[config.mk]
export PLATFORM = sky130hd
export DESIGN_NAME = base64_group_decoder
export DESIGN_NICKNAME = d
export VERILOG_FILES = /design/src/design/b64_pkg.sv /design/src/design/b64_decode_stage.sv /design/src/design/b64_result_fifo.sv /design/src/design/base64_group_decoder.sv
export VERILOG_INCLUDE_DIRS = /design/src /design/src/design
export SDC_FILE = /design/constraint.sdc
export NUM_CORES = 1
export LEC_CHECK = 0
export BUFFER_PORTS_ARGS = -buffer_cell sky130_fd_sc_hd__buf_2
export CAP_MARGIN = 10
export CORE_MARGIN = 10
export CORE_UTILIZATION = 30
export CTS_BUF_LIST = sky130_fd_sc_hd__clkbuf_4 sky130_fd_sc_hd__clkbuf_8
export DETAILED_ROUTE_END_ITERATION = 10
export HOLD_SLACK_MARGIN = 0.1
export PLACE_DENSITY_LB_ADDON = 0.15
export SYNTH_ARGS = -nofsm -noshare
export SYNTH_HDL_FRONTEND = slang
export SYNTH_SLANG_ARGS = --single-unit
[constraint.sdc]
create_clock -name aclk -period 5.4 [get_ports aclk]
set_clock_uncertainty 0.1 [all_clocks]
set_input_delay 0.54 -clock aclk [delete_from_list [all_inputs] [get_ports aclk]]
set_output_delay 0.54 -clock aclk [all_outputs]
set_load 0.05 [all_outputs]
[src/design/assert_macros.svh]
// Assertion macros shared by the base64 group decoder RTL.
// Depends on nothing; users provide aclk and aresetn in scope.
`ifndef ASSERT_MACROS_SVH
`define ASSERT_MACROS_SVH
`ifndef SYNTH
`define B64_ASSERT(lbl, prop) \
    lbl: assert property (@(posedge aclk) disable iff (!aresetn) prop) \
        else $error("b64 assertion failed");
`define B64_ASSERT_ALWAYS(lbl, prop) \
    lbl: assert property (@(posedge aclk) prop) \
        else $error("b64 assertion failed");
`else
`define B64_ASSERT(lbl, prop)
`define B64_ASSERT_ALWAYS(lbl, prop)
`endif
`endif

[src/design/b64_pkg.sv]
// Types, constants and helper functions of the base64 group decoder.
// Used by every module in the design folder; depends on nothing.
package b64_pkg;

    localparam int MAX_RES      = 3;
    localparam int FIFO_DEPTH   = 8;
    localparam int SEXTET_PLUS  = 62;
    localparam int SEXTET_SLASH = 63;
    localparam int DIGIT_BASE   = 52;
    localparam int LOWER_BASE   = 26;

    typedef struct packed {
        logic [7:0] char_code;
        logic       end_of_string;
    } in_item_t;

    typedef struct packed {
        logic [7:0]  byte_value;
        logic        has_byte;
        logic        last_of_run;
        logic        string_done;
        logic [15:0] total_bytes;
    } out_item_t;

    // Results produced by one character: count plus up to three beats.
    typedef struct packed {
        logic [1:0]                    num;
        out_item_t [MAX_RES-1:0]       items;
    } b64_burst_t;

    // Returns {invalid, value}.
    function automatic logic [6:0] sextet_of(input logic [7:0] c);
        logic [6:0] r;
        r = 7'h40;
        if (c >= 8'h41 && c <= 8'h5A) begin
            r = {1'b0, 6'(c - 8'h41)};
        end else if (c >= 8'h61 && c <= 8'h7A) begin
            r = {1'b0, 6'(c - 8'h61 + 8'(LOWER_BASE))};
        end else if (c >= 8'h30 && c <= 8'h39) begin
            r = {1'b0, 6'(c - 8'h30 + 8'(DIGIT_BASE))};
        end else if (c == 8'h2B) begin
            r = {1'b0, 6'(SEXTET_PLUS)};
        end else if (c == 8'h2F) begin
            r = {1'b0, 6'(SEXTET_SLASH)};
        end
        return r;
    endfunction

    function automatic logic [15:0] sat_inc(input logic [15:0] x);
        return (x == 16'hFFFF) ? x : x + 16'd1;
    endfunction

endpackage

[src/design/b64_decode_stage.sv]
// Input register, group state and per-character decode of the base64 decoder.
// Depends on b64_pkg and assert_macros.svh; feeds b64_result_fifo.
`include "assert_macros.svh"
module b64_decode_stage import b64_pkg::*; (
    input  logic       aclk,
    input  logic       aresetn,
    input  logic       s_valid,
    output logic       s_ready,
    input  in_item_t   s_data,
    input  logic       space_ok,
    output b64_burst_t burst
);

    logic        in_valid_reg;
    in_item_t    in_data_reg;
    logic [5:0]  sext_reg [MAX_RES];
    logic [5:0]  sext_next [MAX_RES];
    logic [1:0]  pos_reg, pos_next;
    logic [2:0]  inv_reg, inv_next;
    logic        halted_reg, halted_next;
    logic [15:0] cnt_reg, cnt_next;

    logic        take;
    logic        ending;
    logic        active;
    logic        bad;
    logic [5:0]  val;
    logic [6:0]  lut;
    logic [5:0]  s3;
    logic [15:0] t1, t2, t3;
    logic [1:0]  n;
    b64_burst_t  res;

    assign take    = in_valid_reg && space_ok;
    assign s_ready = !in_valid_reg || take;

    always_ff @(posedge aclk) begin
        if (!aresetn) begin
            in_valid_reg <= 1'b0;
        end else if (s_ready) begin
            in_valid_reg <= s_valid;
        end
        if (s_valid && s_ready) begin
            in_data_reg <= s_data;
        end
    end

    always_comb begin
        lut    = sextet_of(in_data_reg.char_code);
        bad    = lut[6];
        val    = lut[5:0];
        s3     = bad ? 6'd0 : val;
        ending = (in_data_reg.char_code == 8'd0) || in_data_reg.end_of_string;
        active = !halted_reg && (in_data_reg.char_code != 8'd0);
        t1     = sat_inc(cnt_reg);
        t2     = sat_inc(t1);
        t3     = sat_inc(t2);

        for (int i = 0; i < MAX_RES; i++) begin
            sext_next[i] = sext_reg[i];
        end
        pos_next    = pos_reg;
        inv_next    = inv_reg;
        halted_next = halted_reg;
        cnt_next    = cnt_reg;
        n           = 2'd0;
        res         = '0;

        res.items[0].byte_value  = {sext_reg[0], sext_reg[1][5:4]};
        res.items[1].byte_value  = {sext_reg[1][3:0], sext_reg[2][5:2]};
        res.items[2].byte_value  = {sext_reg[2][1:0], s3};
        res.items[0].total_bytes = t1;
        res.items[1].total_bytes = t2;
        res.items[2].total_bytes = t3;

        if (active) begin
            if (pos_reg != 2'd3) begin
                for (int i = 0; i < MAX_RES; i++) begin
                    if (pos_reg == 2'(i)) begin
                        sext_next[i] = s3;
                        inv_next[i]  = inv_reg[i] | bad;
                    end
                end
                pos_next = pos_reg + 2'd1;
            end else begin
                // Earlier invalid characters cut the group short.
                priority if (inv_reg[0] || inv_reg[1]) begin
                    n           = 2'd0;
                    halted_next = 1'b1;
                end else if (inv_reg[2]) begin
                    n           = 2'd1;
                    halted_next = 1'b1;
                end else if (bad) begin
                    n           = 2'd2;
                    halted_next = 1'b1;
                end else begin
                    n = 2'd3;
                end
                for (int i = 0; i < MAX_RES; i++) begin
                    sext_next[i] = 6'd0;
                end
                pos_next = 2'd0;
                inv_next = 3'd0;
            end
        end

        unique case (n)
            2'd0:    cnt_next = cnt_reg;
            2'd1:    cnt_next = t1;
            2'd2:    cnt_next = t2;
            default: cnt_next = t3;
        endcase
        for (int i = 0; i < MAX_RES; i++) begin
            res.items[i].has_byte = (2'(i) < n);
        end

        if (ending) begin
            if (n == 2'd0) begin
                res.items[0]             = '0;
                res.items[0].total_bytes = cnt_reg;
                n                        = 2'd1;
            end
            res.items[n - 2'd1].string_done = 1'b1;
            for (int i = 0; i < MAX_RES; i++) begin
                sext_next[i] = 6'd0;
            end
            pos_next    = 2'd0;
            inv_next    = 3'd0;
            halted_next = 1'b0;
            cnt_next    = 16'd0;
        end

        if (n != 2'd0) begin
            res.items[n - 2'd1].last_of_run = 1'b1;
        end
        res.num = take ? n : 2'd0;
        burst   = res;
    end

    always_ff @(posedge aclk) begin
        if (!aresetn) begin
            for (int i = 0; i < MAX_RES; i++) begin
                sext_reg[i] <= 6'd0;
            end
            pos_reg    <= 2'd0;
            inv_reg    <= 3'd0;
            halted_reg <= 1'b0;
            cnt_reg    <= 16'd0;
        end else if (take) begin
            for (int i = 0; i < MAX_RES; i++) begin
                sext_reg[i] <= sext_next[i];
            end
            pos_reg    <= pos_next;
            inv_reg    <= inv_next;
            halted_reg <= halted_next;
            cnt_reg    <= cnt_next;
        end
    end

    `B64_ASSERT(a_end_clears, take && ending |=> pos_reg == 2'd0 && cnt_reg == 16'd0 && !halted_reg)
    `B64_ASSERT(a_halt_silent, take && halted_reg && !ending |-> burst.num == 2'd0)
    `B64_ASSERT(a_end_emits, take && ending |-> burst.num != 2'd0)

endmodule

[src/design/b64_result_fifo.sv]
// Result queue of the base64 decoder: takes up to three beats a cycle, gives one.
// Depends on b64_pkg and assert_macros.svh.
`include "assert_macros.svh"
module b64_result_fifo import b64_pkg::*; #(
    parameter int DEPTH = FIFO_DEPTH
) (
    input  logic       aclk,
    input  logic       aresetn,
    input  b64_burst_t burst,
    output logic       space_ok,
    output logic       m_valid,
    input  logic       m_ready,
    output out_item_t  m_data
);

    localparam int PTR_W = $clog2(DEPTH);
    localparam int CNT_W = $clog2(DEPTH + 1);

    out_item_t          mem_reg [DEPTH];
    logic [PTR_W-1:0]   wr_ptr_reg, wr_ptr_next;
    logic [PTR_W-1:0]   rd_ptr_reg, rd_ptr_next;
    logic [CNT_W-1:0]   count_reg, count_next;
    logic [PTR_W-1:0]   widx [MAX_RES];
    logic [PTR_W:0]     sum;
    logic               pop;

    assign space_ok = count_reg <= CNT_W'(DEPTH - MAX_RES);
    assign m_valid  = count_reg != '0;
    assign m_data   = mem_reg[rd_ptr_reg];
    assign pop      = m_valid && m_ready;

    always_comb begin
        for (int i = 0; i < MAX_RES; i++) begin
            sum = {1'b0, wr_ptr_reg} + (PTR_W + 1)'(i);
            if (sum >= (PTR_W + 1)'(DEPTH)) begin
                sum = sum - (PTR_W + 1)'(DEPTH);
            end
            widx[i] = sum[PTR_W-1:0];
        end
        sum = {1'b0, wr_ptr_reg} + (PTR_W + 1)'(burst.num);
        if (sum >= (PTR_W + 1)'(DEPTH)) begin
            sum = sum - (PTR_W + 1)'(DEPTH);
        end
        wr_ptr_next = sum[PTR_W-1:0];
        if (rd_ptr_reg == PTR_W'(DEPTH - 1)) begin
            rd_ptr_next = '0;
        end else begin
            rd_ptr_next = rd_ptr_reg + PTR_W'(1);
        end
        count_next = count_reg + CNT_W'(burst.num) - CNT_W'(pop);
    end

    always_ff @(posedge aclk) begin
        if (!aresetn) begin
            wr_ptr_reg <= '0;
            rd_ptr_reg <= '0;
            count_reg  <= '0;
        end else begin
            wr_ptr_reg <= wr_ptr_next;
            if (pop) begin
                rd_ptr_reg <= rd_ptr_next;
            end
            count_reg <= count_next;
        end
        for (int i = 0; i < MAX_RES; i++) begin
            if (2'(i) < burst.num) begin
                mem_reg[widx[i]] <= burst.items[i];
            end
        end
    end

    `B64_ASSERT(a_no_overflow, count_reg <= CNT_W'(DEPTH))
    `B64_ASSERT(a_push_fits, burst.num != 2'd0 |-> space_ok)
    `B64_ASSERT_ALWAYS(a_reset_empty, !aresetn |=> !m_valid)

endmodule

[src/design/base64_group_decoder.sv]
// Top level of the streaming base64 group decoder.
// Depends on b64_pkg, b64_decode_stage and b64_result_fifo.
//
// Input channel s_*: one character per beat (char_code, end_of_string).
// Result channel m_*: decoded bytes and end-of-string reports, one per beat.
// A character is registered on acceptance and decoded from that register;
// the up to three results it causes enter a small result queue when the
// decoded character leaves the register, and the queue drives m_data.
// One character is taken every cycle while the queue has room for three more
// results; a group of four characters gives at most three bytes, so the
// output port, one beat per cycle while the receiver is ready, keeps up at
// full input rate.
// A zero character or end_of_string always yields at least one result
// carrying string_done and the final byte count.
// When the receiver stalls, the queue fills; a held character waits while
// fewer than three entries are free, and s_ready stays low meanwhile.
// Nothing is lost or repeated.
// Reset (aresetn low at a clock edge) empties the queue, drops any held
// character and clears the group state and byte count.
module base64_group_decoder import b64_pkg::*; #(
    parameter int DEPTH = FIFO_DEPTH
) (
    input  logic      aclk,
    input  logic      aresetn,
    input  logic      s_valid,
    output logic      s_ready,
    input  in_item_t  s_data,
    output logic      m_valid,
    input  logic      m_ready,
    output out_item_t m_data
);

    b64_burst_t burst;
    logic       space_ok;

    b64_decode_stage u_stage (
        .aclk     (aclk),
        .aresetn  (aresetn),
        .s_valid  (s_valid),
        .s_ready  (s_ready),
        .s_data   (s_data),
        .space_ok (space_ok),
        .burst    (burst)
    );

    b64_result_fifo #(
        .DEPTH (DEPTH)
    ) u_fifo (
        .aclk     (aclk),
        .aresetn  (aresetn),
        .burst    (burst),
        .space_ok (space_ok),
        .m_valid  (m_valid),
        .m_ready  (m_ready),
        .m_data   (m_data)
    );

endmodule
Yosys cells after proc, flatten, opt, wreduce, memory -nomap -nowiden
Memories as Yosys holds them, arrays and structs flattened. A register that Yosys moved wholly into a read port is not among the register bits.
Index checks and enable logic that the tools add are counted.
{ "totals": {"elab_cells": 177, "memories": 2, "regBits": 42, "mem_bits_rw": 234} }
{ "mem_list": {"columns": ["memory", "words", "width", "read_ports", "rd_ports_with_merged_regs", "write_ports", "line", "source"], "rows": [
  ["u_fifo.mem_reg", 8, 27, 1, 1, 3, "b64_result_fifo.sv:19", "out_item_t mem_reg [DEPTH];"],
  ["u_stage.sext_reg", 3, 6, 3, 0, 3, "b64_decode_stage.sv:16", "logic [5:0] sext_reg [MAX_RES];"]
]} }
{ "op_classes": {"bitwise_logic": 6, "n_addsub": 21, "magnitude_cmp": 21, "n_mux": 71, "n_eq_ne": 16, "reduce_logical": 28} }
{ "ops": {"columns": ["cell", "count"], "rows": [
  ["$bwmux W81", 2],
  ["$mux W81", 2],
  ["$demux W27 S2", 2],
  ["$mux W18", 4],
  ["$mux W16", 4],
  ["$mux W27", 2],
  ["$add A16 B1 Y16 const B", 3],
  ["$eq A16 B16 Y1 const B", 3],
  ["$pmux W16 S3", 1],
  ["$mux W6", 7],
  ["$mux W7", 5],
  ["$mux W3", 10],
  ["$mux W2", 11],
  ["$mux W1", 20],
  ["$mux W17", 1],
  ["$eq A8 B6 Y1 const B", 2],
  ["$ge A8 B7 Y1 const B", 2],
  ["$le A8 B7 Y1 const B", 2],
  ["$ge A4 B4 Y1 const B", 3],
  ["$sub A3 B1 Y3 const B", 4],
  ["$sub A6 B6 Y6 const B", 2],
  ["$logic_and A1 B1 Y1", 9],
  ["$ne A3 B2 Y1 const B", 3],
  ["$reduce_and A3 Y1", 3],
  ["other kinds (34)", 56]
]} }

Longest topological paths before layout
Gate-level depths: netlist (run 1).
{ "depth": {"ltp_word": 23, "ltp_mapped": 24, "depth_no_buf": 20} }

Hierarchy
A second synthesis (run 1) with hierarchy kept.
{ "unflattened": {"hier_cells": 2213, "hier_area_um2": 20054.2} }
{ "by_module_without_submodules": {"columns": ["module", "cells_each", "area_per_inst_um2", "seq_area_each_um2", "instances"], "rows": [
  ["b64_result_fifo", 1598, 15212.1, 6746.5, 1],
  ["b64_decode_stage", 615, 4842.1, 1271.2, 1]
]} }

Worst setup path after synthesis (run 1)
No wires, ideal clock.
{ "synth_path": {"path_type": "reg2reg", "start": "register u_stage.cnt_reg[1]", "end": "memory u_fifo.mem_reg[7][1] in the netlist's numbering, data pin", "t_arrival_ns": 5.102, "path_slack_ns": -0.078, "n_path_buf": 2, "setup_time_ns": 0.276, "synth_period_minus_slack_ns": 5.478, "path_stages_with_launch": 23, "path_cell_list": "dfxtp_1 -> ha_1 -> nand4_2 -> nor4_2 -> nand2_1 -> nand2_1 -> ha_1 -> and2_2 -> nand4_2 -> nor3_2 -> nand2_1 -> xnor2_1 -> inv_1 -> ha_1 -> o21ai_0 -> or4_1 -> o31a_2 -> or4_4 -> buf_6 -> and2_1 -> buf_2 -> a21oi_1 -> o21ai_0"} }
{ "synth_rtl": {"columns": ["item", "line", "source"], "rows": [
  ["start, declared", "b64_decode_stage.sv:21", "logic [15:0] cnt_reg, cnt_next;"],
  ["start signal, assigned", "b64_decode_stage.sv:156", "cnt_reg <= cnt_next;"],
  ["end, declared", "b64_result_fifo.sv:19", null]
]} }

==> impl_metrics.py, run 1 <==
metrics = {
    "critical_path": {
        "crit_fanout": 8,
        "cp-start-kind": "register",
        "required_ns": 5.69,
        "crit_arrival_ns": 5.41,
        "r2r-end": "u_fifo.mem_reg[1][4]$_DFFE_PP_",
        "worstSetupEndpointType": "register",
        "path_class": "register to register",
        "reg2regPathDepth": 20,
        "rr_startpoint": "u_stage.cnt_reg[0]$_SDFFE_PN0P_",
        "r2r_slack_ns": 0.28,
    },
    "power": {
        "fin_total_pwr_mw": 5.810,
        "p_leak_nw": 6.915,
        "p_per_area_mw_per_mm2": 283.6,
        "ir_drop_mv": 0.1614,
    },
    "worst_hold_path": {
        "hold_class": "input pin to register",
        "hp-start": "aresetn",
        "holdPathEnd": "u_stage.inv_reg[0]$_SDFFE_PN0P_",
        "holdPathStages": 3,
    },
    "finish": {
        "layoutNonFillerInstCount": 2625,
        "nets": 1867,
        "largest_reg_flops": 216,
        "drive_gt1_share_pct": 22.49,
        "syn_to_final_growth_pct": 17.08,
    },
    "run_status": {
        "outcome": "finished, final reports clean",
    },
    "detailed_routing": {
        "wl_met2_mm": 33.08,
        "routed.top_layer": "met4",
        "drtIter0Drc": 2435,
        "wl_met1_mm": 31.26,
        "vias_per_cell": 6.089,
        "dr.pass1.iters": 6,
        "totalWireLength_mm": 74.43,
        "post-route-drc-count": 0,
        "routedWlPerCell_um": 28.35,
        "antenna_left": 0,
        "wl_met3_mm": 7.097,
        "detailroute.via_count": 15980,
    },
    "timing": {
        "hold_viol": 0,
        "max_slew_margin_pct": 12.19,
        "finalSetupTns_ns": 0,
        "setup_viol": 0,
        "post-route-min-period_ns": 5.123,
        "rsz0062_at_grt": "no",
        "fmax_ghz": 0.1952,
        "worst_pin_slew_ns": 1.312,
        "finalCritPeriodShare_pct": 94.87,
        "slew_viol_final": 0,
    },
    "global_route": {
        "grt_util_all_layers_pct": 21.09,
        "grt_pass1_wl_mm": 105.8,
        "grt_remaining_overflow": 0,
        "antenna_found_initial": 3,
        "grt_pass1_vias": 14910,
        "grt_max_degree": 44,
    },
    "yosys": {
        "async_flop_share_pct": 0,
        "synth_edf_count": 243,
        "synth.avg_cell_area_um2": 10.23,
        "ys_warn_count": 0,
        "ys_ff_latch": 279,
        "synth.net_count": 1760,
        "ys_dominant_reg_cell": "edfxtp_1",
        "syn_inst": 1711,
        "synth_top_area_share_pct": 41.70,
        "synth_area_mm2": 0.01750,
        "synth_seq_area_share_pct": 45.82,
        "netlist_top_cells_area": "edfxtp_1 (42%), mux4_2 (7.0%), a21oi_1 (4.4%)",
        "ys_types": 95,
        "yosysTopAreaCell": "edfxtp_1",
    },
    "die": {
        "die_h_um": 261.5,
        "start_util_pct": 30.33,
        "rows": 88,
        "die_x_um": 261.5,
        "io_pins": 42,
        "core-area_mm2": 0.05770,
        "fp.dieArea_mm2": 0.06839,
    },
    "cts": {
        "cts_inserted_buffers": 51,
        "clk_latency_ns": 0.66,
        "root_buffer": "clkbuf_8",
        "clkTransAtPathRegs_ns": 0.06,
        "cts_tree": "yes",
        "cts_buffer_depth": 3,
        "cts.htree.levels": 2,
        "clock-sinks": 279,
    },
    "run": {
        "maxCapViolations": 0,
    },
    "placement": {
        "place_inst": 2513,
        "dpl.hpwl_mm": 49.92,
        "gp_congestion": 0.9259,
        "port_buffers": 41,
    },
}
-- critical path: stages, from the launching register on --
cell and delay, ns:
dfxtp_1 0.38, ha_4 0.20, nand4_2 0.15, nor4_4 0.33, nand2_1 0.10, nand2_2 0.11
ha_1 0.16, and2_2 0.21, nand4_2 0.15, nor3_4 0.27, nand2_1 0.11, xnor2_1 0.16
inv_2 0.13, ha_1 0.19, o21ai_0 0.14, or4_1 0.46, o31a_2 0.21, or4_4 0.61
nand2_1 0.19, xor2_2 0.33, o21ai_0 0.16
-- worst max-delay path by stage --
stage                                       endpoint                              from  slack, ns
finish                u_fifo.mem_reg[1][4]$_DFFE_PP_   u_stage.cnt_reg[0]$_SDFFE_PN0P_       0.28
global route          u_fifo.mem_reg[5][8]$_DFFE_PP_   u_stage.cnt_reg[0]$_SDFFE_PN0P_      0.005
CTS                   u_fifo.mem_reg[5][4]$_DFFE_PP_   u_stage.cnt_reg[0]$_SDFFE_PN0P_       0.13
detailed placement    u_fifo.mem_reg[5][4]$_DFFE_PP_   u_stage.cnt_reg[0]$_SDFFE_PN0P_       0.14
global placement    u_stage.cnt_reg[12]$_SDFFE_PN0P_  u_stage.cnt_reg[14]$_SDFFE_PN0P_       0.26
floorplan             u_fifo.mem_reg[7][1]$_DFFE_PP_   u_stage.cnt_reg[1]$_SDFFE_PN0P_       0.03
-- synth_stat cells (all sizes together) (5+ instances only) --
master / number
buf: 37
and4: 6
nor3: 37
dfxtp: 36
ha: 34
mux2: 31
inv: 35
a31oi: 27
nor2b: 8
o41ai: 5
a22oi: 56
xnor2: 21
or2: 7
o21ai: 160
o22ai: 45
a21o: 11
and2: 19
or4: 5
o221ai: 36
or3: 6
o211ai: 7
o31a: 7
a221oi: 21
a221o: 9
nand2: 189
edfxtp: 243
xor2: 12
nand2b: 9
o32ai: 8
and3: 10
nand4: 11
nor4: 13
nor2: 125
o31ai: 12
clkbuf: 88
mux2i: 14
mux4: 54
nand3: 47
a21oi: 154
-- cells in the final DEF (no fill, tap or decap), types with 10 or more instances in the layout --
cell / count
o221ai_1: 35
clkinv_1: 12
a21o_1: 11
inv_1: 34
and3_1: 10
a21oi_1: 153
nand2_1: 185
clkbuf_8: 51
o21ai_1: 24
o22ai_1: 45
mux2_2: 31
mux4_2: 54
xnor2_1: 20
nor2_1: 120
a22oi_1: 56
ha_1: 33
mux2i_1: 13
clkinv_2: 12
nor3_1: 27
xor2_1: 10
edfxtp_1: 243
o21ai_0: 130
buf_2: 41
a31oi_1: 27
nand3_1: 42
buf_4: 121
dfxtp_1: 29
and2_1: 18
a221oi_1: 21
clkbuf_4: 15
dlygate4sd3_1: 10
-- cells by family (layout without fill, tap and decap cells) --
kind of cell             count (synthesis)  in the layout  synth area share, %
AO/OA/AOI/OAI                          596            596                21.82
XOR/XNOR                                33             33                1.695
adder cells (fa/ha/maj)                 36             36                2.660
buffers and inverters                  161            308                3.682
flip-flops                             279            279                45.82
multiplexers                            99             99                9.768
other                                    0              1                    0
AND/OR/NAND/NOR                        507            508                14.56
-- per-stage QoR --
stage | utilization, % | setup WS (ns) | area (um2) | hold WS [ns]
after floorplan | - | 0.02883 | 17520 | 0.3429
after global placement | 33.43 | 0.2579 | 19280 | 0.3704
after detailed placement | 33.43 | 0.1423 | 19280 | 0.3818
after CTS | 35.31 | 0.1275 | 20370 | 0.1559
after global routing | 35.51 | 0.005433 | 20490 | 0.1928
final | 35.51 | 0.2771 | 20490 | 0.1915
-- routing by layer --
layer | track usage, % | up-vias
met4 | 8.412 | 0
li1 | - | 6917
met5 | 0 | -
met2 | 31.94 | 970
met3 | 3.860 | 195
met1 | 29.32 | 7902
-- final cells by class --
type,count,area [um2]
inverter,36,135.1
timing repair buffer,178,1334
clock inverter,28,171.4
clock buffer,66,814.5
sequential,279,8029
antenna,1,2.502
fill,5823,37210
multi-input combinational,1272,9042
tap,765,957.2
-- power breakdown --
group          total [mW]  internal [mW]  switching (mW)
sequential           2.57           2.43           0.135
combinational        1.22          0.484           0.735
clock                2.02           1.04           0.982
-- what timing repair did --
item | 4_1_cts | 5_1_grt
resized for setup | 0 | 16
setup buffers | 0 | 6
hold buffers | 10 | 0
hold endpoints to repair | 10 | 0
setup endpoints to repair | 0 | 105
Note: power is estimated with default switching activity, not from simulation.
==> run 2: changes to the inputs <==
--- a/config.mk
+++ b/config.mk
@@ -14,6 +14,7 @@
 export DETAILED_ROUTE_END_ITERATION = 10
 export HOLD_SLACK_MARGIN = 0.1
 export PLACE_DENSITY_LB_ADDON = 0.15
+export RECOVER_POWER = 100
 export SYNTH_ARGS = -nofsm -noshare
 export SYNTH_HDL_FRONTEND = slang
 export SYNTH_SLANG_ARGS = --single-unit
==> impl_metrics.py, run 2 (synthesized netlist as in run 1, its figures left out) <==
metrics = {
    "run_status": {
        "outcome": "complete, but fails checks",
        "failed_checks": "max-capacitance violations, max-slew violations",
    },
    "die": {
        "die_h_um": 261.5,
        "rows": 88,
        "start_util_pct": 30.33,
        "die_x_um": 261.5,
        "io_pins": 42,
        "core-area_mm2": 0.05770,
        "fp.dieArea_mm2": 0.06839,
    },
    "critical_path": {
        "required_ns": 5.68,
        "cp-start-kind": "register",
        "crit_fanout": 8,
        "crit_chain": "ha_4 > nand4_2 > nor4_4 > nand2_1 > nand2_2 > ha_1 > and2_2 > and4_1 > nand3_4 > nor2_2 > mux2i_1 > inv_1 > ha_1 > o21ai_0 > or4_1 > o31a_2 > or4_4 > buf_4 > nand3_1 > o221ai_1",
        "crit_start": "u_stage.cnt_reg[0]$_SDFFE_PN0P_",
        "cpPeakStageDelay_ns": 0.61,
        "worstSetupEndpointType": "register",
        "critPathBufInv": 2,
        "rr_startpoint": "u_stage.cnt_reg[0]$_SDFFE_PN0P_",
        "path_common_cell": "ha_1",
        "cpLargestDelayFamily": "simple AND/OR/NAND/NOR gates",
        "cp_slowest_cell": "or4_4",
        "path_class": "register to register",
        "crit_arrival_ns": 5.37,
    },
    "finish": {
        "fillers": 5858,
        "drive_gt1_share_pct": 19.37,
        "fin_util_pct": 35.10,
        "mostFrequentLayoutCell": "edfxtp_1",
        "final_cell_mix": "edfxtp_1 (243), nand2_1 (185), a21oi_1 (153)",
        "largest_reg_flops": 216,
        "nets": 1867,
        "seq_area_mm2": 0.008026,
        "multi_input_area_mm2": 0.008931,
        "final_area_mm2": 0.02025,
        "syn_to_final_growth_pct": 15.74,
    },
    "detailed_routing": {
        "dr.pass1.iters": 6,
        "routedWlPerCell_um": 28.33,
        "post-route-drc-count": 0,
        "vias_per_cell": 6.090,
        "totalWireLength_mm": 74.35,
        "drtIter0Drc": 2314,
        "detailroute.via_count": 15990,
        "antenna_left": 0,
    },
    "timing": {
        "worst_pin_slew_ns": 1.818,
        "finalCritPeriodShare_pct": 94.37,
        "max_slew_margin_pct": -22.24,
        "setup_viol": 0,
        "rsz0062_at_grt": "no",
        "hold_viol": 0,
        "post-route-min-period_ns": 5.096,
        "fmax_ghz": 0.1962,
        "slew_viol_final": 101,
        "finalSetupTns_ns": 0,
        "setup_ws_ns": 0.3039,
    },
    "placement": {
        "gp_congestion": 0.9259,
        "dpl.hpwl_mm": 49.92,
        "port_buffers": 41,
        "place_area_mm2": 0.01928,
        "place_ws_ns": 0.1423,
    },
    "cts": {
        "clock-sinks": 279,
        "cts_inserted_buffers": 51,
        "clk_latency_ns": 0.66,
        "cts.htree.levels": 2,
        "root_buffer": "clkbuf_8",
        "cts_tree": "yes",
        "cts_buffer_depth": 3,
        "clkTransAtPathRegs_ns": 0.06,
    },
    "power": {
        "p_seq_share_pct": 44.4,
        "clockPowerShare_pct": 34.9,
        "fin_total_pwr_mw": 5.784,
        "ir_drop_mv": 0.1639,
        "p_per_area_mw_per_mm2": 285.6,
        "p_leak_nw": 6.752,
        "pwr-share-comb_pct": 20.7,
        "swShare_pct": 31.98,
        "internal-power_mw": 3.934,
        "p_sw_mw": 1.850,
    },
    "run": {
        "maxCapViolations": 7,
    },
    "global_route": {
        "grt_pass1_wl_mm": 105.8,
        "gr-usage-met1_pct": 29.32,
        "met3_usage_pct": 3.860,
        "grt_remaining_overflow": 0,
        "grt_max_degree": 44,
        "grt_util_all_layers_pct": 21.09,
        "grt_util_met2_pct": 31.94,
        "antenna_found_initial": 3,
        "grt_pass1_vias": 14910,
        "grt.busiest_layer": "met2",
    },
    "worst_hold_path": {
        "hold_class": "input pin to register",
        "hp-start": "aresetn",
    },
}
-- run 2: metal layers --
layer | wire [um] | up-vias | part of all wire (%)
met4 | 3260 | 0 | 4.4
met5 | 0 | - | 0
li1 | - | 6908 | -
met2 | 32890 | 991 | 44
met1 | 31060 | 7885 | 42
met3 | 7148 | 201 | 9.6
-- run 2: worst paths after layout --
path / cells past startpoint / slack (ns) / to
worst max-delay path: 20 / 0.30 / u_fifo.mem_reg[7][3]$_DFFE_PP_
worst min-delay path: 3 / 0.19 / u_stage.inv_reg[0]$_SDFFE_PN0P_
worst max register to register: 20 / 0.30 / u_fifo.mem_reg[7][3]$_DFFE_PP_
worst min register to register: 2 / 0.40 / register
-- run 2: repair_timing --
action / in CTS / in global routing
buffers inserted: 0 / 6
resized for setup: 0 / 16
endpoints found under the hold margin: 10 / 0
setup endpoints to repair: 0 / 105
hold buffers: 10 / 0
-- run 2: final cells by class --
cell class / instances / area share [%]
antenna: 1 / 0.01236
clock buffer: 66 / 4.022
clock inverter: 28 / 0.8464
inverter: 36 / 0.6672
multi-input combinational: 1272 / 44.10
sequential: 279 / 39.63
tap: 765 / 4.726
timing repair buffer: 178 / 5.993
-- run 2: stage by stage --
step	hold WS, ns	std cells
finish	0.1896	2625
detailed placement	0.3818	2513
global route	0.1926	2625
floorplan	0.3429	1711
CTS	0.1559	2617
global placement	0.3704	2513
-- run 2: worst reg2reg max path, cell delays in order (launching register included) --
cell and delay [ns]:
dfxtp_1 0.38, ha_4 0.20, nand4_2 0.15, nor4_4 0.33, nand2_1 0.10, nand2_2 0.11
ha_1 0.17, and2_2 0.20, and4_1 0.28, nand3_4 0.14, nor2_2 0.17, mux2i_1 0.11
inv_1 0.12, ha_1 0.19, o21ai_0 0.14, or4_1 0.46, o31a_2 0.21, or4_4 0.61
buf_4 0.19, nand3_1 0.28, o221ai_1 0.19
-- run 2: power by group through the flow --
stage	Sequential [mW]	Clock [mW]	Combinational [mW]
3_5_place_dp	2.62	0	1.22
5_1_grt	2.59	2.15	1.29
2_1_floorplan	2.51	0	0.984
4_1_cts	2.57	2.05	1.23
3_3_place_gp	2.61	0	1.21
6_report	2.57	2.02	1.20
==> run 3: changes to the inputs <==
--- a/config.mk
+++ b/config.mk
@@ -8,6 +8,8 @@
 export LEC_CHECK = 0
 export BUFFER_PORTS_ARGS = -buffer_cell sky130_fd_sc_hd__buf_2
 export CAP_MARGIN = 10
+export CELL_PAD_IN_SITES_DETAIL_PLACEMENT = 1
+export CELL_PAD_IN_SITES_GLOBAL_PLACEMENT = 1
 export CORE_MARGIN = 10
 export CORE_UTILIZATION = 30
 export CTS_BUF_LIST = sky130_fd_sc_hd__clkbuf_4 sky130_fd_sc_hd__clkbuf_8
==> constraint.sdc (replaced) <==
create_clock -name aclk -period 5.05 [get_ports aclk]
set_clock_uncertainty 0.1 [all_clocks]
set_input_delay 0.505 -clock aclk [delete_from_list [all_inputs] [get_ports aclk]]
set_output_delay 0.505 -clock aclk [all_outputs]
set_load 0.05 [all_outputs]
==> impl_metrics.py, run 3 (synthesized netlist as in run 1, its figures left out) <==
metrics = {
    "run_status": {
        "outcome": "complete, but fails checks",
        "failed_checks": "max-capacitance violations, max-slew violations",
    },
    "cts": {
        "clk_latency_ns": 0.70,
        "cts_inserted_buffers": 53,
        "root_buffer": "clkbuf_8",
        "cts_tree": "yes",
        "clkTransAtPathRegs_ns": 0.06,
        "clock-sinks": 279,
        "cts.htree.levels": 2,
        "cts_buffer_depth": 3,
    },
    "critical_path": {
        "crit_arrival_ns": 5.12,
        "path_class": "register to register",
        "crit_fanout": 10,
        "r2r_slack_ns": 0.15,
        "r2r-end": "u_fifo.mem_reg[6][10]$_DFFE_PP_",
        "crit_chain": "ha_1 > or4b_2 > a31oi_1 > nand2b_1 > nor3_1 > nand2_1 > nor2_1 > a21oi_1 > o21ai_2 > clkbuf_2",
        "worstSetupEndpointType": "register",
        "cpPeakStageDelay_ns": 0.79,
        "cp_slowest_cell": "o21ai_2",
        "rr_startpoint": "u_stage.pos_reg[0]$_SDFFE_PN0P_",
        "cp-start-kind": "register",
        "required_ns": 5.27,
        "reg2regPathDepth": 10,
    },
    "detailed_routing": {
        "drtIter0Drc": 1669,
        "post-route-drc-count": 0,
        "routedWlPerCell_um": 30.12,
        "detailroute.via_count": 16320,
        "dr.pass1.iters": 5,
        "totalWireLength_mm": 80.76,
        "vias_per_cell": 6.086,
        "antenna_left": 0,
    },
    "finish": {
        "final_cell_mix": "edfxtp_1 (243), nand2_1 (184), a21oi_1 (151)",
        "syn_to_final_growth_pct": 19.18,
        "layoutNonFillerInstCount": 2681,
        "nets": 1921,
        "drive_gt1_share_pct": 22.83,
        "largest_reg_flops": 216,
        "final_area_mm2": 0.02086,
        "mostFrequentLayoutCell": "edfxtp_1",
        "fillers": 6501,
    },
    "placement": {
        "port_buffers": 41,
        "place_ws_ns": -0.1013,
        "place_inst": 2566,
        "dpl.hpwl_mm": 56.10,
        "place_area_mm2": 0.01965,
        "gp_congestion": 0.9045,
    },
    "global_route": {
        "met3_usage_pct": 4.351,
        "antenna_found_initial": 1,
        "grt.busiest_layer": "met2",
        "grt_util_all_layers_pct": 23.15,
        "grt_util_met2_pct": 36.02,
        "grt_pass1_wl_mm": 116.3,
        "grt_max_degree": 38,
        "gr-usage-met1_pct": 31.54,
        "grt_pass1_vias": 16470,
        "grt_remaining_overflow": 0,
    },
    "timing": {
        "setup_viol": 0,
        "hold_viol": 0,
        "finalCritPeriodShare_pct": 97.01,
        "fmax_ghz": 0.2041,
        "max_slew_margin_pct": -30.70,
        "post-route-min-period_ns": 4.899,
        "setup_ws_ns": 0.1512,
        "worst_pin_slew_ns": 1.944,
        "slew_viol_final": 76,
    },
    "run": {
        "maxCapViolations": 5,
    },
    "die": {
        "fp.dieArea_mm2": 0.06839,
        "core-area_mm2": 0.05770,
        "die_h_um": 261.5,
        "rows": 88,
        "die_x_um": 261.5,
        "start_util_pct": 30.33,
        "io_pins": 42,
    },
    "power": {
        "ir_drop_mv": 0.1849,
        "p_per_area_mw_per_mm2": 310.1,
        "fin_total_pwr_mw": 6.466,
        "p_leak_nw": 7.107,
    },
    "worst_hold_path": {
        "hold_class": "input pin to register",
        "holdPathStages": 4,
        "hp-start": "m_ready",
    },
}
## run 3: changes by cell type in the layout (fill, tap and decap cells not counted), sizes merged
cell	previous run	this run
buf	116	162
clkbuf	118	123
bufinv	1	4
diode	1	2
inv	36	37
## run 3: worst max-delay path by stage
stage	from	to	cells past startpoint
global route	u_stage.cnt_reg[9]$_SDFFE_PN0P_	u_fifo.mem_reg[5][8]$_DFFE_PP_	20
CTS	u_stage.cnt_reg[0]$_SDFFE_PN0P_	u_fifo.mem_reg[5][8]$_DFFE_PP_	21
global placement	u_stage.cnt_reg[0]$_SDFFE_PN0P_	u_fifo.mem_reg[2][1]$_DFFE_PP_	18
detailed placement	u_stage.cnt_reg[0]$_SDFFE_PN0P_	u_fifo.mem_reg[2][11]$_DFFE_PP_	20
floorplan	u_stage.cnt_reg[1]$_SDFFE_PN0P_	u_fifo.mem_reg[7][1]$_DFFE_PP_	21
finish	u_stage.pos_reg[0]$_SDFFE_PN0P_	u_fifo.mem_reg[6][10]$_DFFE_PP_	10
## run 3: timing repair
action,CTS,global route
buffers inserted,1,3
endpoints found under the setup margin,29,142
gates cloned,0,1
hold buffers,10,0
resized for setup,11,23
hold endpoints to repair,10,0
pin swaps,1,5
## run 3: area by class of cell
| cell class | count | area, um2 | area share, % |
|---|---|---|---|
| Multi-Input combinational cell | 1272 | 9101 | 43.64 |
| Sequential cell | 279 | 8026 | 38.49 |
| Timing Repair Buffer | 230 | 1533 | 7.349 |
| Tap cell | 765 | 957.2 | 4.590 |
| Clock buffer | 65 | 819.5 | 3.930 |
| Clock inverter | 32 | 277.8 | 1.332 |
| Inverter | 36 | 135.1 | 0.6480 |
| Antenna cell | 2 | 5.005 | 0.02400 |
## run 3: metrics by stage
stage | utilization, % | hold slack [ns] | TNS [ns]
5_1_grt | 36.15 | 0.1957 | -0.05105
6_report | 36.15 | 0.1619 | 0
4_1_cts | 36.23 | 0.1335 | 0
3_5_place_dp | 34.05 | 0.3836 | -0.9783
3_3_place_gp | 34.05 | 0.3730 | 0
2_1_floorplan | - | 0.3429 | 0
## run 3: layer usage
layer	up-vias	share of wire, %
met3	195	7.8
li1	7011	-
met5	-	0
met2	809	45
met4	0	3.8
met1	8302	43
## run 3: power by group
group | internal [mW] | switching (mW)
clock | 1.29 | 1.12
sequential | 2.60 | 0.144
combinational | 0.498 | 0.815
## run 3: worst max-delay path, delay by kind of cell, from the launching register on
family / cells / cell delay (ns)
AOI/OAI and AO/OA: 3 / 1.15
adders and majority gates: 1 / 0.23
buffers and inverters: 1 / 0.55
DFF: 1 / 0.40
and+or+nand+nor: 5 / 2.11
